[config.mk]
export PLATFORM = sky130hd
export DESIGN_NAME = compacting_list_with_search_core
export DESIGN_NICKNAME = d
export VERILOG_FILES = /design/src/rtl/clsw_pkg.sv /design/src/rtl/compacting_list_with_search_core.sv /design/src/rtl/clsw_ram.sv /design/src/rtl/clsw_walk.sv
export SDC_FILE = /design/constraint.sdc
export NUM_CORES = 1
export LEC_CHECK = 0
export CORE_ASPECT_RATIO = 1.25
export CORE_MARGIN = 4
export CORE_UTILIZATION = 40
export CTS_CLUSTER_SIZE = 25
export DETAILED_ROUTE_END_ITERATION = 12
export DONT_BUFFER_PORTS = 1
export SLEW_MARGIN = 20
export SYNTH_ARGS = -nofsm -noshare
export SYNTH_HDL_FRONTEND = slang
export SYNTH_SLANG_ARGS = --single-unit
[constraint.sdc]
create_clock -name clk -period 4.33 [get_ports clk]
set_input_delay 0.433 -clock clk [delete_from_list [all_inputs] [get_ports clk]]
set_output_delay 0.433 -clock clk [all_outputs]
set_load 0.005 [all_outputs]
[src/rtl/clsw_pkg.sv]
package clsw_pkg;

  localparam int KIND_W   = 3;
  localparam int VALUE_W  = 32;
  localparam int POS_W    = 5;
  localparam int FIDX_W   = 4;
  localparam int ECOUNT_W = 5;
  localparam int STATUS_W = 2;

  typedef enum logic [KIND_W-1:0] {
    KIND_APPEND    = 3'd0,
    KIND_SEARCH    = 3'd1,
    KIND_TRUNCATE  = 3'd2,
    KIND_REMOVE_AT = 3'd3,
    KIND_REMOVE_EQ = 3'd4
  } kind_t;

  typedef enum logic [STATUS_W-1:0] {
    STATUS_OK    = 2'd0,
    STATUS_FULL  = 2'd1,
    STATUS_RANGE = 2'd2
  } status_t;

  typedef enum logic [1:0] {
    S_IDLE,
    S_RUN,
    S_WAIT
  } state_t;

  typedef enum logic [1:0] {
    WALK_APPEND,
    WALK_SEARCH,
    WALK_DROP_VAL,
    WALK_DROP_IDX
  } walk_mode_t;

  typedef struct packed {
    logic [KIND_W-1:0]  kind;
    logic [VALUE_W-1:0] value;
    logic [POS_W-1:0]   position;
  } in_item_t;

  typedef struct packed {
    logic                found;
    logic [FIDX_W-1:0]   found_index;
    logic [ECOUNT_W-1:0] entry_count;
    logic [STATUS_W-1:0] status;
  } out_item_t;

  typedef struct packed {
    logic       start;
    walk_mode_t mode;
  } walk_cmd_t;

  typedef struct packed {
    logic done;
    logic hit;
  } walk_stat_t;

endpackage

[src/rtl/compacting_list_with_search_core.sv]
// Ordered list of up to DEPTH words with append, search, truncate, remove at index and
// remove all equal. One item is worked at a time: in_stall is high from acceptance until
// its result has moved into the output register, and the next item can be accepted in the
// cycle after that. Truncate, rejected requests and unused kinds go from acceptance
// straight to the wait state, append through the run state first. Search, remove at index
// and remove all equal walk the stored entries through the memory, one entry per cycle,
// and a search stops at its first hit. The output register lets the next item be accepted
// while a result still waits on out_stall; a finished item then holds until that register
// frees up, keeping in_stall high.
module compacting_list_with_search_core import clsw_pkg::*; #(
  parameter int DEPTH      = 16,
  parameter int DATA_WIDTH = 32
) (
  input  logic      clk,
  input  logic      rst_n,
  input  logic      in_valid,
  output logic      in_stall,
  input  in_item_t  in_item,
  output logic      out_valid,
  input  logic      out_stall,
  output out_item_t out_item
);

  localparam int AW = $clog2(DEPTH);
  localparam int CW = $clog2(DEPTH + 1);
  localparam int XW = (CW > POS_W) ? CW : POS_W;

  state_t        state_r, state_nxt;
  logic [CW-1:0] count_r, count_nxt;
  out_item_t     res_r, res_nxt;
  out_item_t     out_r;
  logic          out_valid_r, out_valid_nxt;

  logic          in_acc;
  logic          out_free;
  kind_t         kind;
  logic [XW-1:0] pos_x;
  logic [XW-1:0] cnt_x;
  logic          full;

  walk_cmd_t     wcmd;
  logic [AW-1:0] wcmd_idx;
  walk_stat_t    wstat;
  logic [AW-1:0] whit_idx;
  logic [CW-1:0] wcnt;

  clsw_walk #(
    .DEPTH      (DEPTH),
    .DATA_WIDTH (DATA_WIDTH)
  ) u_walk (
    .clk     (clk),
    .rst_n   (rst_n),
    .cmd     (wcmd),
    .cmd_val (DATA_WIDTH'(in_item.value)),
    .cmd_cnt (count_r),
    .cmd_idx (wcmd_idx),
    .stat    (wstat),
    .hit_idx (whit_idx),
    .new_cnt (wcnt)
  );

  assign in_stall = (state_r != S_IDLE);
  assign in_acc   = in_valid && !in_stall;
  assign out_free = !out_valid_r || !out_stall;
  assign kind     = kind_t'(in_item.kind);
  assign pos_x    = XW'(in_item.position);
  assign cnt_x    = XW'(count_r);
  assign full     = (count_r >= CW'(DEPTH));

  always_comb begin
    state_nxt = state_r;
    unique case (state_r)
      S_IDLE: begin
        if (in_acc) begin
          unique case (kind)
            KIND_APPEND:    state_nxt = full ? S_WAIT : S_RUN;
            KIND_SEARCH:    state_nxt = S_RUN;
            KIND_REMOVE_EQ: state_nxt = S_RUN;
            KIND_REMOVE_AT: state_nxt = (pos_x < cnt_x) ? S_RUN : S_WAIT;
            default:        state_nxt = S_WAIT;
          endcase
        end
      end
      S_RUN: begin
        if (wstat.done) begin
          state_nxt = S_WAIT;
        end
      end
      S_WAIT: begin
        if (out_free) begin
          state_nxt = S_IDLE;
        end
      end
      default: state_nxt = S_IDLE;
    endcase
  end

  always_comb begin
    wcmd.start    = 1'b0;
    wcmd.mode     = WALK_SEARCH;
    wcmd_idx      = AW'(in_item.position);
    count_nxt     = count_r;
    res_nxt       = res_r;
    out_valid_nxt = out_valid_r && out_stall;
    unique case (state_r)
      S_IDLE: begin
        if (in_acc) begin
          res_nxt.found       = 1'b0;
          res_nxt.found_index = '0;
          res_nxt.entry_count = ECOUNT_W'(count_r);
          res_nxt.status      = STATUS_OK;
          unique case (kind)
            KIND_APPEND: begin
              if (full) begin
                res_nxt.status = STATUS_FULL;
              end else begin
                wcmd.start = 1'b1;
                wcmd.mode  = WALK_APPEND;
              end
            end
            KIND_SEARCH: begin
              wcmd.start = 1'b1;
              wcmd.mode  = WALK_SEARCH;
            end
            KIND_TRUNCATE: begin
              if (pos_x > cnt_x) begin
                res_nxt.status = STATUS_RANGE;
              end else begin
                count_nxt           = CW'(in_item.position);
                res_nxt.entry_count = ECOUNT_W'(in_item.position);
              end
            end
            KIND_REMOVE_AT: begin
              if (pos_x < cnt_x) begin
                wcmd.start = 1'b1;
                wcmd.mode  = WALK_DROP_IDX;
              end else begin
                res_nxt.status = STATUS_RANGE;
              end
            end
            KIND_REMOVE_EQ: begin
              wcmd.start = 1'b1;
              wcmd.mode  = WALK_DROP_VAL;
            end
            default: ;
          endcase
        end
      end
      S_RUN: begin
        if (wstat.done) begin
          count_nxt           = wcnt;
          res_nxt.found       = wstat.hit;
          res_nxt.found_index = wstat.hit ? FIDX_W'(whit_idx) : '0;
          res_nxt.entry_count = ECOUNT_W'(wcnt);
        end
      end
      S_WAIT: begin
        if (out_free) begin
          out_valid_nxt = 1'b1;
        end
      end
      default: ;
    endcase
  end

  always_ff @(posedge clk) begin
    if (!rst_n) begin
      state_r     <= S_IDLE;
      count_r     <= '0;
      out_valid_r <= 1'b0;
    end else begin
      state_r     <= state_nxt;
      count_r     <= count_nxt;
      out_valid_r <= out_valid_nxt;
    end
    res_r <= res_nxt;
    if ((state_r == S_WAIT) && out_free) begin
      out_r <= res_r;
    end
  end

  assign out_valid = out_valid_r;
  assign out_item  = out_r;

  a_count_range: assert property (@(posedge clk) disable iff (!rst_n)
    count_r <= CW'(DEPTH))
    else $error("entry count above capacity");

  a_accept_busy: assert property (@(posedge clk) disable iff (!rst_n)
    in_acc |=> state_r != S_IDLE)
    else $error("accepted item left no work");

  a_out_from_wait: assert property (@(posedge clk) disable iff (!rst_n)
    $rose(out_valid_r) |-> $past(state_r == S_WAIT))
    else $error("result shown without a finished item");

endmodule

[src/rtl/clsw_ram.sv]
module clsw_ram #(
  parameter int WIDTH = 32,
  parameter int DEPTH = 16
) (
  input  logic                     clk,
  input  logic                     we,
  input  logic [$clog2(DEPTH)-1:0] waddr,
  input  logic [WIDTH-1:0]         wdata,
  input  logic [$clog2(DEPTH)-1:0] raddr,
  output logic [WIDTH-1:0]         rdata
);

  logic [WIDTH-1:0] mem [DEPTH];
  logic [WIDTH-1:0] rdata_r;

  always_ff @(posedge clk) begin
    if (we) begin
      mem[waddr] <= wdata;
    end
    rdata_r <= mem[raddr];
  end

  assign rdata = rdata_r;

endmodule

[src/rtl/clsw_walk.sv]
module clsw_walk import clsw_pkg::*; #(
  parameter int DEPTH      = 16,
  parameter int DATA_WIDTH = 32
) (
  input  logic                       clk,
  input  logic                       rst_n,
  input  walk_cmd_t                  cmd,
  input  logic [DATA_WIDTH-1:0]      cmd_val,
  input  logic [$clog2(DEPTH+1)-1:0] cmd_cnt,
  input  logic [$clog2(DEPTH)-1:0]   cmd_idx,
  output walk_stat_t                 stat,
  output logic [$clog2(DEPTH)-1:0]   hit_idx,
  output logic [$clog2(DEPTH+1)-1:0] new_cnt
);

  localparam int AW = $clog2(DEPTH);
  localparam int CW = $clog2(DEPTH + 1);

  logic                  busy_r, busy_nxt;
  walk_mode_t            mode_r, mode_nxt;
  logic [DATA_WIDTH-1:0] val_r, val_nxt;
  logic [CW-1:0]         cnt_r, cnt_nxt;
  logic [AW-1:0]         idx_r, idx_nxt;
  logic [CW-1:0]         rd_r, rd_nxt;
  logic [CW-1:0]         wr_r, wr_nxt;
  logic                  dv_r, dv_nxt;
  logic [AW-1:0]         di_r, di_nxt;

  logic                  issue;
  logic                  match;
  logic                  keep;
  logic                  we;
  logic [AW-1:0]         waddr;
  logic [DATA_WIDTH-1:0] wdata;
  logic [DATA_WIDTH-1:0] rdata;

  clsw_ram #(
    .WIDTH (DATA_WIDTH),
    .DEPTH (DEPTH)
  ) u_ram (
    .clk   (clk),
    .we    (we),
    .waddr (waddr),
    .wdata (wdata),
    .raddr (rd_r[AW-1:0]),
    .rdata (rdata)
  );

  assign issue = busy_r && (mode_r != WALK_APPEND) && (rd_r < cnt_r);
  // shared compare against the stored word just read
  assign match = (rdata == val_r);

  always_comb begin
    we        = 1'b0;
    waddr     = wr_r[AW-1:0];
    wdata     = rdata;
    keep      = 1'b0;
    stat.done = 1'b0;
    stat.hit  = 1'b0;
    hit_idx   = di_r;
    new_cnt   = cnt_r;
    if (busy_r) begin
      unique case (mode_r)
        WALK_APPEND: begin
          we        = 1'b1;
          waddr     = cnt_r[AW-1:0];
          wdata     = val_r;
          stat.done = 1'b1;
          new_cnt   = CW'(cnt_r + 1'b1);
        end
        WALK_SEARCH: begin
          if (dv_r && match) begin
            stat.done = 1'b1;
            stat.hit  = 1'b1;
          end else if (!issue && !dv_r) begin
            stat.done = 1'b1;
          end
        end
        WALK_DROP_VAL, WALK_DROP_IDX: begin
          keep      = (mode_r == WALK_DROP_IDX) ? (di_r != idx_r) : !match;
          we        = dv_r && keep;
          stat.done = !issue && !dv_r;
          new_cnt   = wr_r;
        end
        default: begin
          stat.done = 1'b1;
        end
      endcase
    end
  end

  always_comb begin
    busy_nxt = busy_r;
    mode_nxt = mode_r;
    val_nxt  = val_r;
    cnt_nxt  = cnt_r;
    idx_nxt  = idx_r;
    rd_nxt   = rd_r;
    wr_nxt   = wr_r;
    dv_nxt   = dv_r;
    di_nxt   = di_r;
    if (cmd.start) begin
      busy_nxt = 1'b1;
      mode_nxt = cmd.mode;
      val_nxt  = cmd_val;
      cnt_nxt  = cmd_cnt;
      idx_nxt  = cmd_idx;
      rd_nxt   = (cmd.mode == WALK_DROP_IDX) ? CW'(cmd_idx) : '0;
      wr_nxt   = (cmd.mode == WALK_DROP_IDX) ? CW'(cmd_idx) : '0;
      dv_nxt   = 1'b0;
    end else begin
      busy_nxt = busy_r && !stat.done;
      rd_nxt   = issue ? CW'(rd_r + 1'b1) : rd_r;
      wr_nxt   = (we && (mode_r != WALK_APPEND)) ? CW'(wr_r + 1'b1) : wr_r;
      dv_nxt   = issue && !stat.done;
      di_nxt   = rd_r[AW-1:0];
    end
  end

  always_ff @(posedge clk) begin
    if (!rst_n) begin
      busy_r <= 1'b0;
      dv_r   <= 1'b0;
      rd_r   <= '0;
      wr_r   <= '0;
    end else begin
      busy_r <= busy_nxt;
      dv_r   <= dv_nxt;
      rd_r   <= rd_nxt;
      wr_r   <= wr_nxt;
    end
    mode_r <= mode_nxt;
    val_r  <= val_nxt;
    cnt_r  <= cnt_nxt;
    idx_r  <= idx_nxt;
    di_r   <= di_nxt;
  end

  // compaction never writes ahead of the read pointer
  a_wr_behind_rd: assert property (@(posedge clk) disable iff (!rst_n)
    busy_r && (mode_r != WALK_APPEND) |-> wr_r <= rd_r)
    else $error("write pointer passed read pointer");

  a_done_idle: assert property (@(posedge clk) disable iff (!rst_n)
    stat.done |=> !busy_r)
    else $error("walk still busy after done");

  a_start_idle: assert property (@(posedge clk) disable iff (!rst_n)
    cmd.start |-> !busy_r)
    else $error("walk started while busy");

endmodule

Yosys cells after proc, flatten, opt, wreduce, memory -nomap -nowiden
Memories as Yosys holds them, arrays and structs flattened. A register that Yosys moved wholly into a read port is not among the register bits.
Cells that the tools add are included.
{ "word_totals": {"memories": 1, "ramBits": 512, "register_bits": 91, "inputBits": 44, "wordCells": 127} }
{ "classes": {"n_bitwise": 1, "mux": 50, "n_reduce_logical": 33, "eq_ne": 15, "order_cmp": 4, "n_addsub": 3} }
{ "memory_table": {"columns": ["memory", "words", "width", "read_ports", "rd_ports_with_merged_regs", "wr", "line_no", "text"], "rows": [
  ["u_walk.u_ram.mem", 16, 32, 1, 1, 1, "clsw_ram.sv:13", "logic [WIDTH-1:0] mem [DEPTH];"]
]} }
{ "op_table": {"columns": ["op", "count"], "rows": [
  ["32-bit 2-to-1 mux", 2],
  ["5-bit 2-to-1 mux", 9],
  ["32-bit equality test", 1],
  ["10-bit one-hot mux with 2 select lines", 1],
  ["5-bit one-hot mux with 2 select lines", 2],
  ["2-bit one-hot mux with 3 select lines", 3],
  ["2-bit 2-to-1 mux", 8],
  ["4-bit 2-to-1 mux", 4],
  ["5-bit by 1-bit adder with 5-bit output (second input constant)", 3],
  ["1-bit 2-to-1 mux", 12],
  ["12-bit 2-to-1 mux", 1],
  ["3-bit 2-to-1 mux", 4],
  ["3-bit one-hot mux with 4 select lines", 1],
  ["1-bit logical AND", 11],
  ["5-bit < comparator", 2],
  ["10-bit 2-to-1 mux", 1],
  ["2-bit nonzero test", 5],
  ["2-bit equality test (second input constant)", 4],
  ["1-bit zero test", 7],
  ["3-bit by 2-bit equality test with 1-bit output (second input constant)", 2],
  ["3-bit AND reduction", 2],
  ["2-bit OR reduction", 3],
  ["5-bit >= comparator (second input constant)", 1],
  ["5-bit greater-than comparator", 1],
  ["other kinds (13)", 16]
]} }

Depth between registers and ports, before layout
{ "depth": {"word_depth": 12, "mapped_depth": 10, "depth_no_buf": 9} }

Cells and area by module
From an unflattened synthesis, not the netlist that was laid out.
{ "unflattened": {"cells_unflattened": 1244, "hier_area_um2": 24593.6} }
{ "by_module_without_submodules": {"columns": ["module", "cells_each", "area_per_inst_um2", "seq_area_each_um2", "n_inst"], "rows": [
  ["clsw_ram", 838, 19835.3, 16015.4, 1],
  ["clsw_walk", 267, 3181.8, 1651.6, 1],
  ["compacting_list_with_search_core", 139, 1576.5, 880.8, 1]
]} }

Worst setup path before layout
OpenSTA, ideal clock, no wires.
{ "synth_path": {"kind": "register -> register", "start": "register u_walk.di_r[3], in the netlist u_walk.hit_idx[3]", "end": "memory u_walk.u_ram.mem[14][0] (enable)", "setup_time_ns": 0.472, "arrival_time_ns": 3.966, "required_time_ns": 3.858, "stages_incl_launch_ff": 8, "slack_ns": -0.108, "path_cell_list": "edfxtp_1 xor2_1 nor3_1 nand3_1 nand4_1 or2_2 buf_2 o32ai_1"} }
{ "synth_between": {"elab_chain_cells": 7} }
{ "synth_lines": {"columns": ["item", "line_no", "text"], "rows": [
  ["from (decl)", "clsw_walk.sv:27", "logic [AW-1:0] di_r, di_nxt;"],
  ["from (signal assigned)", "clsw_walk.sv:136", "di_r <= di_nxt;"],
  ["4-bit inequality test", "clsw_walk.sv:80", "keep = (mode_r == WALK_DROP_IDX) ? (di_r != idx_r) : !match;"],
  ["1-bit 2-to-1 mux", "clsw_walk.sv:80", null],
  ["1-bit logical AND", "clsw_walk.sv:81", "we = dv_r && keep;"],
  ["1-bit one-hot mux with 2 select lines", "clsw_walk.sv:63", "unique case (mode_r)"],
  ["1-bit 2-to-1 mux", "clsw_walk.sv:62", "if (busy_r) begin"],
  ["1-bit 2-to-1 mux", "clsw_ram.sv:17", "if (we) begin"],
  ["1-bit 2-to-1 mux (implied by the code)", "clsw_ram.sv:18", "mem[waddr] <= wdata;"],
  ["to (decl)", "clsw_ram.sv:13", null]
]} }
No other way between the ends.

Final worst setup path
{ "layout_path": {"start": "register u_walk.busy_r", "end": "memory u_walk.u_ram.mem[8][16] (enable)"} }
{ "layout_between": {"elab_chain_cells": 3, "elab_cells_between_ends": 4} }
{ "layout_lines": {"columns": ["item", "line_no", "text"], "rows": [
  ["from (decl)", "clsw_walk.sv:19", "logic busy_r, busy_nxt;"],
  ["from (signal assigned)", "clsw_walk.sv:127", "busy_r <= busy_nxt;"],
  ["1-bit 2-to-1 mux", "clsw_walk.sv:62", null],
  ["1-bit 2-to-1 mux", "clsw_ram.sv:17", null],
  ["1-bit 2-to-1 mux (implied by the code)", "clsw_ram.sv:18", null]
]} }
Several ways; a longest one is shown, not always the timed one.

==> flow_summary.yaml <==
logic_synthesis:
  yosysWarnings: 0
  ys_ff_latch: 635
  synth_cell_types: 67
  synthCells: 1266
  ys_async_sr_fraction_pct: 0
  ys_seq_area_share_pct: 74.3
  synth_area_per_cell_um2: 19.7
  synth_edf_count: 583
  yosysTopAreaCell: "edfxtp_1"
  synthesis.area_um2: 24900
  synth_top_flop_cell: "edfxtp_1"
  synthesis.nets: 1322
  netlist.area_leader.share_pct: 70.2
  synthTopCellsByArea: "edfxtp_1, mux4_2, dfxtp_1"
run_status:
  status: "finished clean"
routing:
  ant_nets: 0
  vias_per_cell: 5.56
  route.detailed.wl_per_inst_um: 25.8
  vias: 12400
  drtIter0Drc: 1163
  wirelength_mm: 57.4
  first_pass_iters: 5
  drc: 0
floorplan:
  ios: 58
  dieArea_um2: 66500
  rows: 102
  start_util_pct: 40.3
  chipWidth_um: 231
  core_um2: 61900
  die_h_um: 287
power:
  p_int_uw: 10300
  p_clk_share_pct: 42.1
  p_sw_uw: 2830
  p_sw_share_pct: 21.6
  seqPwrFrac_pct: 52.6
  ir_drop_mv: 0.302
  comb_power_share_pct: 5.3
  p_leak_uw: 0.00903
  powerDensity_nw_per_um2: 458
  p_total_uw: 13100
setup_path:
  crit_required_ns: 4.66
  end_kind: "flop"
  cp.arrival_ns: 3.85
  crit_fanout: 36
  reg2reg_depth: 8
  crit_type: "reg2reg"
  critPathLaunchType: "flop"
grt:
  grt_overflow: 0
  antenna_found_initial: 3
  grt_max_degree: 133
  grt_pass1_wl_mm: 85.3
  grt_pass1_vias: 12800
  grt_usage_pct: 17.4
cts:
  cts-htree-levels: 3
  cts_buffers: 66
  cts_tree: "yes"
  clkTransAtPathRegs_ns: 0.06
  clock_path_buffers: 3
  cts-root-buf: "clkbuf_16"
  clkLatencyLatePin_ns: 0.60
  cts.sinks: 635
worst_hold_path:
  hp-class: "in2reg"
  hold_depth: 1
sta:
  period_needed_ns: 3.52
  hold_viol_final: 0
  finalCritPeriodShare_pct: 81.3
  fin_skew_ns: 0.0199
  layout_setup_ws_ns: 0.811
  worst_pin_slew_ns: 0.936
  fmax_mhz: 284
  grt_setup_unrepaired: "no"
  maxSlewHeadroom_pct: 37.6
  setup-violations-final: 0
  slew_violations: 0
placement:
  pre_cts_ws_ns: 0.858
  gp_congestion: 0.848
  dpl.hpwl_mm: 32.3
  portBuffers: 0
final_layout:
  final_common_cell: "edfxtp_1"
  fill_cells: 5159
  area_growth_pct: 15.0
  finish.net_count: 1399
  final_cell_mix: "edfxtp_1, mux4_2, nand2_1, clkbuf_16, dfxtp_1"
  layout-drive-gt1-share_pct: 23.2
flow_run:
  drv_cap: 0
## worst max-delay path, stage by stage (launching register included)
cell and delay, ns:
dfxtp_1 0.55, clkinv_1 0.41, nor3_4 0.27, buf_4 0.22
buf_4 0.47, o21a_1 0.33, nor2_1 0.09, a32o_2 0.53
buf_4 0.35
## path summary, 6_finish.rpt
check / startpoint / slack (ns) / endpoint
min reg2reg: res_r[6] / 0.42 / out_item[6]
max: u_walk.busy_r / 0.81 / u_walk.u_ram.mem[8][16]
max reg2reg: u_walk.busy_r / 0.81 / u_walk.u_ram.mem[8][16]
min: in_item[38] / 0.03 / res_r[0]
## metal layers
layer / GRT usage, % / wire length, um / vias up
met4: 5.05 / 1180 / 0
met5: 0 / 0 / -
li1: - / - / 5343
met1: 22.8 / 23200 / 6575
met2: 29.9 / 29900 / 394
met3: 2.90 / 3120 / 82
## area by class of cell
type	count	area, um^2	share of cell area (%)
clock buffer	81	1770	6.17
clock inverter	39	342	1.19
timing repair buffer	68	656	2.29
multi-input combinational	554	6250	21.8
inverter	18	67.6	0.236
antenna	1	2.50	0.00872
tap	832	1040	3.63
sequential	635	18600	64.7
## metrics by stage
step                      cells  setup TNS (ns)  hold WS, ns  utilization, %  instance area [um^2]
final                      2228               0       0.0260            46.3                 28700
after global placement     2069               0        0.404            42.3                 26200
after floorplan            1266          -23.79        0.400               -                 24900
after CTS                  2227               0      0.00221            46.3                 28700
after global routing       2228               0       0.0182            46.3                 28700
after detailed placement   2069               0        0.409            42.3                 26200
## power groups by stage
| stage | clock, uW | sequential (uW) | combinational (uW) |
|---|---|---|---|
| after global placement | 0 | 7040 | 654 |
| after detailed placement | 0 | 7040 | 667 |
| after global routing | 5910 | 6920 | 753 |
| after CTS | 5650 | 6910 | 708 |
| after floorplan | 0 | 7010 | 488 |
| final | 5530 | 6910 | 695 |
## sequential cells by signal (all words and copies together), names as in the netlist, 4 cells and up
register	flops
u_walk.u_ram.rdata	32
u_walk.hit_idx	4
u_walk.u_ram.mem	512
u_walk.idx_r	4
u_walk.rd_r	5
res_r	12
u_walk.cnt_r	5
out_item	12
u_walk.val_r	32
u_walk.wr_r	5
cnt_x	5
## synth_stat cells, types with 3 or more instances
master       n
a211oi_1     5
a21o_1       4
a21oi_1     14
a2bb2oi_1    3
a31oi_1      4
a32o_1       8
and2_1       8
and3_1       3
buf_1        7
buf_2       17
clkbuf_1    33
dfxtp_1     52
edfxtp_1   583
ha_1        12
inv_1       16
mux2i_1     12
mux4_2     160
nand2_1    124
nand2b_1     8
nand3_1     19
nand4_1      7
nor2_1      20
nor2b_1      7
nor3_1       6
nor4_1       9
o21a_1       9
o21ai_0     15
o221a_2      3
o22ai_1      4
o31ai_1      5
o32ai_1      7
or2_2        4
xor2_1      37
## cells by family (layout without fill, tap and decap cells)
group / Yosys count / in the layout / synth area share (%)
DFF: 635 / 635 / 74.3
and+or+nand+nor: 227 / 227 / 4.26
muxes: 172 / 172 / 14.9
AOI/OAI and AO/OA: 105 / 105 / 3.25
buffers and inverters: 77 / 206 / 1.29
xor gates and xnor gates: 38 / 38 / 1.33
adders and majority gates: 12 / 12 / 0.602
other: 0 / 1 / 0
## repair_timing
item	4_1_cts	5_1_grt
setup endpoints to repair	0	0
gates resized for setup	0	0
buffers inserted	0	0
hold endpoints to repair	52	0
hold buffers	38	0
(Power assumes the default switching activity.)
